File: src/rtl/rssc_pkg.sv
package rssc_pkg;

    localparam int QUEUE_DEPTH = 2;

    localparam int DBM_W  = 8;
    localparam int QUAL_W = 7;
    localparam int DIV_STEPS = 7;

    localparam logic [1:0] CFG_MIN_LEVEL = 2'd0;
    localparam logic [1:0] CFG_MAX_LEVEL = 2'd1;
    localparam logic [1:0] CFG_HUE_MODE  = 2'd2;

    localparam logic [DBM_W-1:0] MIN_LEVEL_RESET = 8'h9C;
    localparam logic [DBM_W-1:0] MAX_LEVEL_RESET = 8'hCE;

    localparam logic [QUAL_W-1:0] QUALITY_MAX = 7'd100;
    localparam logic [14:0] PERCENT_SCALE = 15'd100;

    localparam logic [16:0] HUE_RECIP   = 17'd1230;
    localparam logic [14:0] TENTH_RECIP = 15'd205;
    localparam logic [6:0]  HUE_SECTOR  = 7'd60;
    localparam logic [6:0]  HUE_FULL    = 7'd120;
    localparam logic [9:0]  HUE_SLOPE   = 10'd17;

    localparam logic [3:0] BAR_POINTS   = 4'd10;
    localparam logic [3:0] YELLOW_LIMIT = 4'd7;
    localparam logic [7:0] CHAN_FULL    = 8'd255;
    localparam logic [7:0] CHAN_GRAY    = 8'd100;
    localparam logic [7:0] CHAN_OFF     = 8'd0;

    typedef struct packed {
        logic [DBM_W-1:0] min_level_dbm;
        logic [DBM_W-1:0] max_level_dbm;
        logic             hue_mode;
    } t_cfg;

    typedef struct packed {
        logic [QUAL_W-1:0] quality;
        logic              hue_mode;
    } t_entry;

endpackage

File: src/rtl/rssc_fifo.sv
module rssc_fifo #(
    parameter int WIDTH = 8,
    parameter int DEPTH = 2
) (
    input  logic             i_clk,
    input  logic             i_rst_n,
    input  logic             i_push,
    input  logic [WIDTH-1:0] i_data,
    output logic             o_full,
    input  logic             i_pop,
    output logic [WIDTH-1:0] o_data,
    output logic             o_empty
);

    localparam int AW = (DEPTH > 1) ? $clog2(DEPTH) : 1;
    localparam int CW = $clog2(DEPTH + 1);

    logic [WIDTH-1:0] r_mem [DEPTH];
    logic [AW-1:0]    r_wr;
    logic [AW-1:0]    r_rd;
    logic [CW-1:0]    r_count;
    logic             w_push;
    logic             w_pop;

    assign o_full  = (r_count == CW'(DEPTH));
    assign o_empty = (r_count == '0);
    assign o_data  = r_mem[r_rd];
    assign w_push  = i_push && !o_full;
    assign w_pop   = i_pop && !o_empty;

    always_ff @(posedge i_clk) begin
        if (w_push) begin
            r_mem[r_wr] <= i_data;
        end
    end

    always_ff @(posedge i_clk) begin
        if (!i_rst_n) begin
            r_wr    <= '0;
            r_rd    <= '0;
            r_count <= '0;
        end else begin
            if (w_push) begin
                r_wr <= (r_wr == AW'(DEPTH - 1)) ? '0 : r_wr + 1'b1;
            end
            if (w_pop) begin
                r_rd <= (r_rd == AW'(DEPTH - 1)) ? '0 : r_rd + 1'b1;
            end
            if (w_push && !w_pop) begin
                r_count <= r_count + 1'b1;
            end else if (w_pop && !w_push) begin
                r_count <= r_count - 1'b1;
            end
        end
    end

endmodule

File: src/rtl/rssc_front.sv
module rssc_front
    import rssc_pkg::*;
(
    input  logic             i_clk,
    input  logic             i_rst_n,
    input  t_cfg             i_cfg,
    input  logic             i_push,
    output logic             o_full,
    input  logic [DBM_W-1:0] i_rssi_dbm,
    output logic             o_q_push,
    output t_entry           o_q_data,
    input  logic             i_q_full
);

    typedef enum logic [3:0] {
        S_IDLE = 4'b0001,
        S_MUL  = 4'b0010,
        S_DIV  = 4'b0100,
        S_PUSH = 4'b1000
    } t_state;

    t_state            r_state;
    logic [6:0]        r_diff;
    logic [7:0]        r_div;
    logic [14:0]       r_rem;
    logic [14:0]       r_dsh;
    logic [2:0]        r_step;
    logic [QUAL_W-1:0] r_quot;
    logic              r_mode;

    logic [8:0]  w_lo;
    logic [8:0]  w_hi;
    logic [8:0]  w_span;
    logic        w_at_min;
    logic        w_at_max;
    logic        w_take;
    logic        w_fits;

    assign w_lo   = {i_rssi_dbm[7], i_rssi_dbm} - {i_cfg.min_level_dbm[7], i_cfg.min_level_dbm};
    assign w_hi   = {i_rssi_dbm[7], i_rssi_dbm} - {i_cfg.max_level_dbm[7], i_cfg.max_level_dbm};
    assign w_span = {i_cfg.max_level_dbm[7], i_cfg.max_level_dbm}
                  - {i_cfg.min_level_dbm[7], i_cfg.min_level_dbm};
    assign w_at_min = w_lo[8] || (w_lo == '0);
    assign w_at_max = !w_hi[8];
    assign w_take   = i_push && (r_state == S_IDLE);
    assign w_fits   = (r_rem >= r_dsh);

    assign o_full   = (r_state != S_IDLE);
    assign o_q_push = (r_state == S_PUSH) && !i_q_full;
    assign o_q_data = '{quality: r_quot, hue_mode: r_mode};

    always_ff @(posedge i_clk) begin
        if (w_take) begin
            r_diff <= w_lo[6:0];
            r_div  <= w_span[7:0];
            r_mode <= i_cfg.hue_mode;
        end
        case (r_state)
            S_IDLE: begin
                if (w_at_min) begin
                    r_quot <= '0;
                end else begin
                    r_quot <= QUALITY_MAX;
                end
            end
            S_MUL: begin
                r_rem  <= {8'b0, r_diff} * PERCENT_SCALE;
                r_dsh  <= {1'b0, r_div, 6'b0};
                r_step <= 3'(DIV_STEPS - 1);
                r_quot <= '0;
            end
            S_DIV: begin
                if (w_fits) begin
                    r_rem <= r_rem - r_dsh;
                end
                r_quot <= {r_quot[QUAL_W-2:0], w_fits};
                r_dsh  <= r_dsh >> 1;
                r_step <= r_step - 1'b1;
            end
            default: begin
            end
        endcase
    end

    always_ff @(posedge i_clk) begin
        if (!i_rst_n) begin
            r_state <= S_IDLE;
        end else begin
            case (r_state)
                S_IDLE: begin
                    if (i_push) begin
                        r_state <= (w_at_min || w_at_max) ? S_PUSH : S_MUL;
                    end
                end
                S_MUL: begin
                    r_state <= S_DIV;
                end
                S_DIV: begin
                    if (r_step == '0) begin
                        r_state <= S_PUSH;
                    end
                end
                S_PUSH: begin
                    if (!i_q_full) begin
                        r_state <= S_IDLE;
                    end
                end
                default: begin
                    r_state <= S_IDLE;
                end
            endcase
        end
    end

endmodule

File: src/rtl/rssc_back.sv
module rssc_back
    import rssc_pkg::*;
(
    input  logic       i_clk,
    input  logic       i_rst_n,
    input  logic       i_q_empty,
    input  t_entry     i_q_data,
    output logic       o_q_pop,
    output logic       o_empty,
    input  logic       i_pop,
    output logic [3:0] o_height_step,
    output logic [7:0] o_red,
    output logic [7:0] o_green,
    output logic [7:0] o_blue,
    output logic       o_last
);

    logic       r_act;
    logic       r_mode;
    logic [6:0] r_h;
    logic [3:0] r_n;
    logic [3:0] r_idx;
    logic       r_valid;

    logic [16:0] w_hprod;
    logic [14:0] w_nprod;
    logic        w_emit;
    logic        w_last;
    logic        w_load;
    logic [6:0]  w_m;
    logic [9:0]  w_rise;
    logic [9:0]  w_fall;
    logic [3:0]  n_height;
    logic [7:0]  n_red;
    logic [7:0]  n_green;
    logic [7:0]  n_blue;

    assign w_hprod = {10'b0, i_q_data.quality} * HUE_RECIP;
    assign w_nprod = {8'b0, i_q_data.quality} * TENTH_RECIP;

    assign w_emit  = r_act && (!r_valid || i_pop);
    assign w_last  = r_mode || (r_idx == BAR_POINTS);
    assign w_load  = !r_act || (w_emit && w_last);
    assign o_q_pop = w_load && !i_q_empty;
    assign o_empty = !r_valid;

    assign w_m    = (r_h >= HUE_SECTOR) ? r_h - HUE_SECTOR : r_h;
    assign w_rise = ({3'b0, w_m} * HUE_SLOPE) >> 2;
    assign w_fall = ({3'b0, HUE_SECTOR - w_m} * HUE_SLOPE) >> 2;

    always_comb begin
        n_height = '0;
        n_red    = CHAN_FULL;
        n_green  = CHAN_OFF;
        n_blue   = CHAN_OFF;
        if (r_mode) begin
            if (r_h < HUE_SECTOR) begin
                n_green = w_rise[7:0];
            end else if (r_h < HUE_FULL) begin
                n_red   = w_fall[7:0];
                n_green = CHAN_FULL;
            end else begin
                n_red   = CHAN_OFF;
                n_green = CHAN_FULL;
            end
        end else if (r_idx < BAR_POINTS) begin
            n_height = r_idx + 1'b1;
            if (r_idx < r_n) begin
                n_red   = (r_idx < YELLOW_LIMIT) ? CHAN_FULL : CHAN_OFF;
                n_green = CHAN_FULL;
            end else begin
                n_red   = CHAN_GRAY;
                n_green = CHAN_GRAY;
                n_blue  = CHAN_GRAY;
            end
        end
    end

    always_ff @(posedge i_clk) begin
        if (o_q_pop) begin
            r_mode <= i_q_data.hue_mode;
            r_h    <= w_hprod[16:10];
            r_n    <= w_nprod[14:11];
        end
        if (w_emit) begin
            o_height_step <= n_height;
            o_red         <= n_red;
            o_green       <= n_green;
            o_blue        <= n_blue;
            o_last        <= w_last;
        end
    end

    always_ff @(posedge i_clk) begin
        if (!i_rst_n) begin
            r_act   <= 1'b0;
            r_idx   <= '0;
            r_valid <= 1'b0;
        end else begin
            if (o_q_pop) begin
                r_act <= 1'b1;
                r_idx <= '0;
            end else if (w_emit && w_last) begin
                r_act <= 1'b0;
            end else if (w_emit) begin
                r_idx <= r_idx + 1'b1;
            end
            if (w_emit) begin
                r_valid <= 1'b1;
            end else if (i_pop) begin
                r_valid <= 1'b0;
            end
        end
    end

endmodule

File: src/rtl/rssi_signal_symbol_color.sv
// Maps a signal strength in dBm to a quality from 0 to 100 between the
// programmed minimum and maximum levels and emits colored points from it:
// one hue point in hue mode, or ten bar points followed by a red anchor point
// in bar mode. The front end takes one item and computes the quality with a
// bit-serial divider, skipping the divider when the value is clamped at
// either level. The back end drives one point per cycle while its output is
// popped, so in hue mode the divider sets the pace. A small queue between the
// two lets the front end work on the next item while the back end still
// drives points.
module rssi_signal_symbol_color
    import rssc_pkg::*;
#(
    parameter int P_QUEUE_DEPTH = QUEUE_DEPTH
) (
    input  logic             i_clk,
    input  logic             i_rst_n,
    input  logic             i_cfg_we,
    input  logic [1:0]       i_cfg_index,
    input  logic [DBM_W-1:0] i_cfg_data,
    input  logic             i_push,
    output logic             o_full,
    input  logic [DBM_W-1:0] i_rssi_dbm,
    output logic             o_empty,
    input  logic             i_pop,
    output logic [3:0]       o_height_step,
    output logic [7:0]       o_red,
    output logic [7:0]       o_green,
    output logic [7:0]       o_blue,
    output logic             o_last
);

    t_cfg   r_cfg;
    t_entry w_fe_data;
    t_entry w_be_data;
    logic   w_fe_push;
    logic   w_q_full;
    logic   w_q_empty;
    logic   w_be_pop;

    always_ff @(posedge i_clk) begin
        if (!i_rst_n) begin
            r_cfg.min_level_dbm <= MIN_LEVEL_RESET;
            r_cfg.max_level_dbm <= MAX_LEVEL_RESET;
            r_cfg.hue_mode      <= 1'b0;
        end else if (i_cfg_we) begin
            case (i_cfg_index)
                CFG_MIN_LEVEL: r_cfg.min_level_dbm <= i_cfg_data;
                CFG_MAX_LEVEL: r_cfg.max_level_dbm <= i_cfg_data;
                CFG_HUE_MODE:  r_cfg.hue_mode      <= i_cfg_data[0];
                default: begin
                end
            endcase
        end
    end

    rssc_front u_front (
        .i_clk      (i_clk),
        .i_rst_n    (i_rst_n),
        .i_cfg      (r_cfg),
        .i_push     (i_push),
        .o_full     (o_full),
        .i_rssi_dbm (i_rssi_dbm),
        .o_q_push   (w_fe_push),
        .o_q_data   (w_fe_data),
        .i_q_full   (w_q_full)
    );

    rssc_fifo #(
        .WIDTH ($bits(t_entry)),
        .DEPTH (P_QUEUE_DEPTH)
    ) u_queue (
        .i_clk   (i_clk),
        .i_rst_n (i_rst_n),
        .i_push  (w_fe_push),
        .i_data  (w_fe_data),
        .o_full  (w_q_full),
        .i_pop   (w_be_pop),
        .o_data  (w_be_data),
        .o_empty (w_q_empty)
    );

    rssc_back u_back (
        .i_clk         (i_clk),
        .i_rst_n       (i_rst_n),
        .i_q_empty     (w_q_empty),
        .i_q_data      (w_be_data),
        .o_q_pop       (w_be_pop),
        .o_empty       (o_empty),
        .i_pop         (i_pop),
        .o_height_step (o_height_step),
        .o_red         (o_red),
        .o_green       (o_green),
        .o_blue        (o_blue),
        .o_last        (o_last)
    );

endmodule

File: config.mk
export PLATFORM = sky130hd
export DESIGN_NAME = rssi_signal_symbol_color
export DESIGN_NICKNAME = d
export VERILOG_FILES = /design/src/rtl/rssc_pkg.sv /design/src/rtl/rssc_fifo.sv /design/src/rtl/rssc_front.sv /design/src/rtl/rssc_back.sv /design/src/rtl/rssi_signal_symbol_color.sv
export SDC_FILE = /design/constraint.sdc
export NUM_CORES = 1
export LEC_CHECK = 0
export CAP_MARGIN = 10
export CORE_ASPECT_RATIO = 1.75
export CORE_MARGIN = 5
export CORE_UTILIZATION = 50
export DETAILED_ROUTE_END_ITERATION = 8
export DONT_BUFFER_PORTS = 1
export GPL_TIMING_DRIVEN = 0
export PLACE_DENSITY = 0.69
export SLEW_MARGIN = 30
export SYNTH_ARGS = -nofsm -noshare
export SYNTH_HDL_FRONTEND = slang
export SYNTH_SLANG_ARGS = --single-unit
export TNS_END_PERCENT = 20
File: constraint.sdc
create_clock -name i_clk -period 7.86 [get_ports i_clk]
set_input_delay 0.393 -clock i_clk [delete_from_list [all_inputs] [get_ports i_clk]]
set_output_delay 0.393 -clock i_clk [all_outputs]
set_load 0.005 [all_outputs]
; ---- Word-level counts from Yosys, hierarchy flattened
; Memories as Yosys holds them, arrays and structs flattened. A register that Yosys moved wholly into a read port is not among the register bits.
; Cells that the tools add are included.
[word_totals]
ff_bits = 128
elab_cells = 139
out_inout_bits = 31
mem_count = 1
ramBits = 16
[mem_list]
columns = memory, depth, word_bits, read_ports, rd_ports_with_merged_regs, write_ports, line_no
row1 = u_queue.r_mem, 2, 8, 1, 1, 1, rssc_fifo.sv:18  ; logic [WIDTH-1:0] r_mem [DEPTH];
[classes]
n_bitwise = 3
n_reduce_logical = 38
muxes = 35
addsub = 12
n_eq_ne = 13
mul = 5
n_lt_le_gt_ge = 7
[ops]
columns = operator, count
row1 = 8-bit two-way mux, 10
row2 = 15-bit case mux with 2 select lines, 2
row3 = 7-bit two-way mux, 3
row4 = 7-bit case mux with 3 select lines, 1
row5 = "7-bit by 5-bit multiplier with 10-bit output, second input constant", 2
row6 = 8-bit by 8-bit subtractor with 9-bit output, 2
row7 = "7-bit by 10-bit multiplier with 16-bit output, second input constant", 1
row8 = 4-bit two-way mux, 4
row9 = 4-bit case mux with 4 select lines, 1
row10 = 15-bit greater-or-equal comparator, 1
row11 = "7-bit by 8-bit multiplier with 15-bit output, second input constant", 1
row12 = 15-bit two-way mux, 1
row13 = 15-bit subtractor, 1
row14 = "7-bit by 5-bit multiplier with 12-bit output, second input constant", 1
row15 = 1-bit two-way mux, 10
row16 = 2-bit AND reduction, 5
row17 = 1-bit logical AND, 9
row18 = 9-bit zero test, 1
row19 = "4-bit == test, second input constant", 2
row20 = 2-bit nonzero test, 4
row21 = 8-bit subtractor, 1
row22 = "7-bit by 6-bit greater-or-equal comparator with 1-bit output, second input constant", 1
row23 = 1-bit zero test, 7
row24 = "7-bit by 6-bit less-than comparator with 1-bit output, second input constant", 1
row25 = other kinds (28), 41

; ---- Longest topological paths before layout
[depth]
depth_word = 10
mapped_depth = 17
depth_no_buf = 16

; ---- Hierarchy
; A second synthesis with hierarchy kept.
[hier_totals]
cells_unflattened = 950
hier_area_um2 = 9933.3
[by_module_without_submodules]
columns = mod, area_each_um2, seq_area_each_um2, cells_each, n_inst
row1 = rssc_front, 4359.2, 1731.7, 435, 1
row2 = rssc_back, 4060.1, 1141.1, 395, 1
row3 = rssc_fifo, 809.5, 580.6, 50, 1
row4 = rssi_signal_symbol_color, 704.4, 340.3, 70, 1

; ---- Worst setup path after synthesis
; OpenSTA, ideal clock, no wires.
[synth_path]
path_kind = register to register
start = reg (tool-made name)
end = reg u_back.r_h[6], data pin
path_stages_with_launch = 17
path_slack_ps = 3114
arrival_time_ps = 4478
period_less_slack_ps = 4746
path_cell_list = dfxtp_1 > buf_2 > mux2_2 > fa_1 > fa_1 > ha_1 > inv_1 > fa_1 > inv_1 > ha_1 > or3_1 > a221oi_1 > a21oi_1 > a31o_2 > a211o_1 > a21oi_1 > xnor3_1
[synth_lines]
columns = item, line_no
row1 = "end signal, assigned", rssc_back.sv:82  ; r_h <= w_hprod[16:10];
row2 = "end, declared", rssc_back.sv:20  ; logic [6:0] r_h;

==> reports/results.tsv <==
metric	value	unit
status	finished clean	
P_int	2.489	mW
CTS tree	yes	
Fin Hold WS	0.1094	ns
area grow syn2layout	9.515	%
drc violations	0	
Fin. Hold Viols	0	
Worst EP required	8.02	ns
max-cap violations	0	
CORE AREA	19110	um^2
ys async rst share	0	
Synth area leaders	edfxtp_1 33%, ha_1 19%, dfxtp_1 6.6%	
critical path launch point type	flop	
Post-Syn Area	9678	um^2
vias	6622	
Die X	115.2	um
Skew-Pair Late Insertion Delay	0.42	ns
WS Path Type	reg2reg	
RSZ-0062 raised after global routing	no	
Hold Buf Count CTS	0	
Setup-failing EPs final	0	
combinational share of power	0.565	
# Post-CTS Setup Buffers	0	
Post-Synthesis Cells	921	
ANT nets after route	0	
Mean Syn Cell Area	10.51	um^2
sequential area share after synthesis	0.3920	
Pleak	4.803	nW
Setup crit end kind	flop	
Layout Nets	1144	
Num CTS Buffers	17	
share of layout cells above drive strength 1	0.07299	
root buf cell	clkbuf_16	
min Tclk post-route	5.300	ns
post-synthesis register bit count	137	
post-DP HPWL	16.15	mm
router iterations before antenna repair	5	
pin count of the biggest net entering global routing	20	
Port Buffers	0	
number of antenna violations at the first check in global routing	0	
chip height	194.0	um
Hold Crit Depth	2	
crit path max fanout	10	
Placer Congestion	0.8751	
drt total wl	19.84	mm
largest stage delay on the critical path	0.58	ns
CP max stage cell	fa_1	
routed vias/inst	5.518	
Post-CTS Resized	0	
sw frac	0.4130	
CP arrival	5.46	ns
vias in the first global route	6886	
worst-case reg-to-reg path depth	17	
synth unique cells	62	
Rows	67	
fin. max-slew vios	0	
post-route setup TNS	0	ns
Slew HR	0.3858	
Tot GR Track Use	0.1860	
Initial Util	0.5063	
VDD IR max	0.2401	mV
die area	22350	um^2
Yosys top cell area share	0.3258	
Synth warnings	0	
clock sink total	137	
Ant. Diodes	0	
Max clock buf depth	2	
Most used DFF post-synth	edfxtp_1	
final worst-path cycle share	0.6744	
Clk pwr share	0.178	
Fmax	0.1887	GHz
Psw	1.751	mW
Worst-path clk slew	0.07	ns
# IOs	54	
EDFF count, synth	105	
Yosys top cell by area	edfxtp_1	
total grt overflow	0	
worst hold path class	in2reg	
DR iter-0 viols	344	
critical path cell sequence	buf_2 > mux2i_1 > inv_1 > fa_1 > fa_1 > ha_1 > inv_1 > fa_1 > inv_1 > ha_1 > or3_1 > a221oi_1 > a21oi_1 > a31o_2 > a211o_1 > a21oi_1 > xnor3_1	
H-tree depth	4	
Reg power frac	0.257	
first-pass GRT wire length	32.71	mm
Pwr Density	400.1	nW/um^2
drt wl/cell	16.53	um
worst-margin pin slew	0.9203	ns
Worst Skew	0.01047	ns
cell usage after synthesis, types with 5 or more instances:
cell type  instances
a21boi_0           7
o21bai_1           6
o211ai_1          10
xor2_1            26
nor3_1             6
mux2i_1            8
nand3_1            8
inv_1            113
clkbuf_1          15
o2111ai_1          7
o21a_1             6
edfxtp_1         105
ha_1             150
nor2b_1           16
nand2_1           72
or3_1              7
nand4_1            6
buf_4              9
nand2b_1          10
a31oi_1            6
o21ai_0           48
and3_1             6
a21o_1            22
mux2_2             5
fa_1              25
and2_1            11
nor2_1            47
a31o_2             5
xnor2_1           31
a21oi_1           43
dfxtp_1           32
stage by stage:
stage	power [mW]	area (um^2)	instances	setup WS, ns	util
finish	4.241	10600	1200	2.560	0.5545
detailed placement	3.515	10040	1168	2.507	0.5251
global placement	3.432	9995	1166	2.511	0.5229
CTS	4.290	10600	1200	2.475	0.5545
global route	4.652	10600	1200	2.252	0.5545
floorplan	2.921	9693	925	3.114	-
logic make-up (layout without fill, tap and decap cells):
| family | count (synthesis) | after routing | share of synthesized area |
|---|---|---|---|
| other cells | 1 | 5 | 0.0003875 |
| flops | 137 | 137 | 0.3920 |
| fa+ha+maj | 175 | 175 | 0.2456 |
| simple gates | 210 | 210 | 0.1061 |
| mux | 14 | 14 | 0.01564 |
| buf+inv | 140 | 174 | 0.05947 |
| compound gates | 186 | 186 | 0.1268 |
| xor+xnor | 58 | 58 | 0.05391 |
cell type report:
type                            instances  area, um^2
Fill cell                            1711        8514
Multi-Input combinational cell        648        5340
Clock buffer                           18       429.2
Buffer                                 27       151.4
Sequential cell                       137        3794
Timing Repair Buffer                    2       26.28
Tap cell                              241       301.5
Inverter                              113       424.2
Clock inverter                         14       132.6
final timing paths:
kind                            slack (ns)                         from                       endpoint
worst min-delay path                  0.11                i_cfg_data[3]         r_cfg[12]$_SDFFE_PN1P_
worst max-delay path                  2.56                         flop        u_back.r_h[6]$_DFFE_PP_
worst max register to register        2.56                         flop        u_back.r_h[6]$_DFFE_PP_
worst min register to register        0.45  u_front.r_quot[6]$_DFFE_PP_  u_queue.r_mem[0][7]$_DFFE_PP_
flip-flops by register name (all words and copies together) (netlist names), 2 cells and up, named ones only:
register / flops
r_cfg: 17
u_back.o_green: 8
u_back.o_height_step: 4
u_back.o_red: 8
u_back.r_h: 7
u_back.r_idx: 4
u_back.r_n: 4
u_front.r_diff: 7
u_front.r_div: 8
u_front.r_dsh: 14
u_front.r_quot: 7
u_front.r_rem: 15
u_front.r_state: 4
u_front.r_step: 3
u_queue.r_count: 2
u_queue.r_mem: 16
cells in the final DEF, fill, tap and decap left out, types with 8 or more instances in the layout:
cell,n
inv_1,113
dfxtp_1,32
xnor2_1,31
o211ai_1,10
o21ai_0,48
nand3_1,8
nand2b_1,10
edfxtp_1,105
clkbuf_1,16
ha_1,150
clkbuf_16,17
mux2i_1,8
nand2_1,72
and2_1,11
fa_1,25
nor2_1,46
xor2_1,26
a21oi_1,43
nor2b_1,15
buf_4,9
a21o_1,22
per-layer routing:
metal | vias to the layer above | share of wire | GRT usage
met5 | - | 0 | 0
met4 | 0 | 0.060 | 0.1092
met3 | 69 | 0.022 | 0.03310
met2 | 123 | 0.58 | 0.3647
met1 | 3133 | 0.33 | 0.1687
li1 | 3297 | - | -
worst max-delay path, delay by kind of cell (launching register included):
family	cells	cell delay, ns
fa+ha+maj	5	2.00
mux	1	0.38
flops	1	0.37
simple gates	1	0.34
xor+xnor	1	0.22
buf+inv	4	0.58
compound gates	5	1.15
power by group through the flow:
| stage | Sequential [mW] | Combinational [mW] | Clock [mW] |
|---|---|---|---|
| global placement | 1.11 | 2.33 | 0 |
| global route | 1.10 | 2.74 | 0.809 |
| finish | 1.09 | 2.40 | 0.754 |
| floorplan | 1.08 | 1.84 | 0 |
| detailed placement | 1.11 | 2.41 | 0 |
| CTS | 1.09 | 2.43 | 0.771 |
No activity file was read; power rests on OpenSTA's default activity.
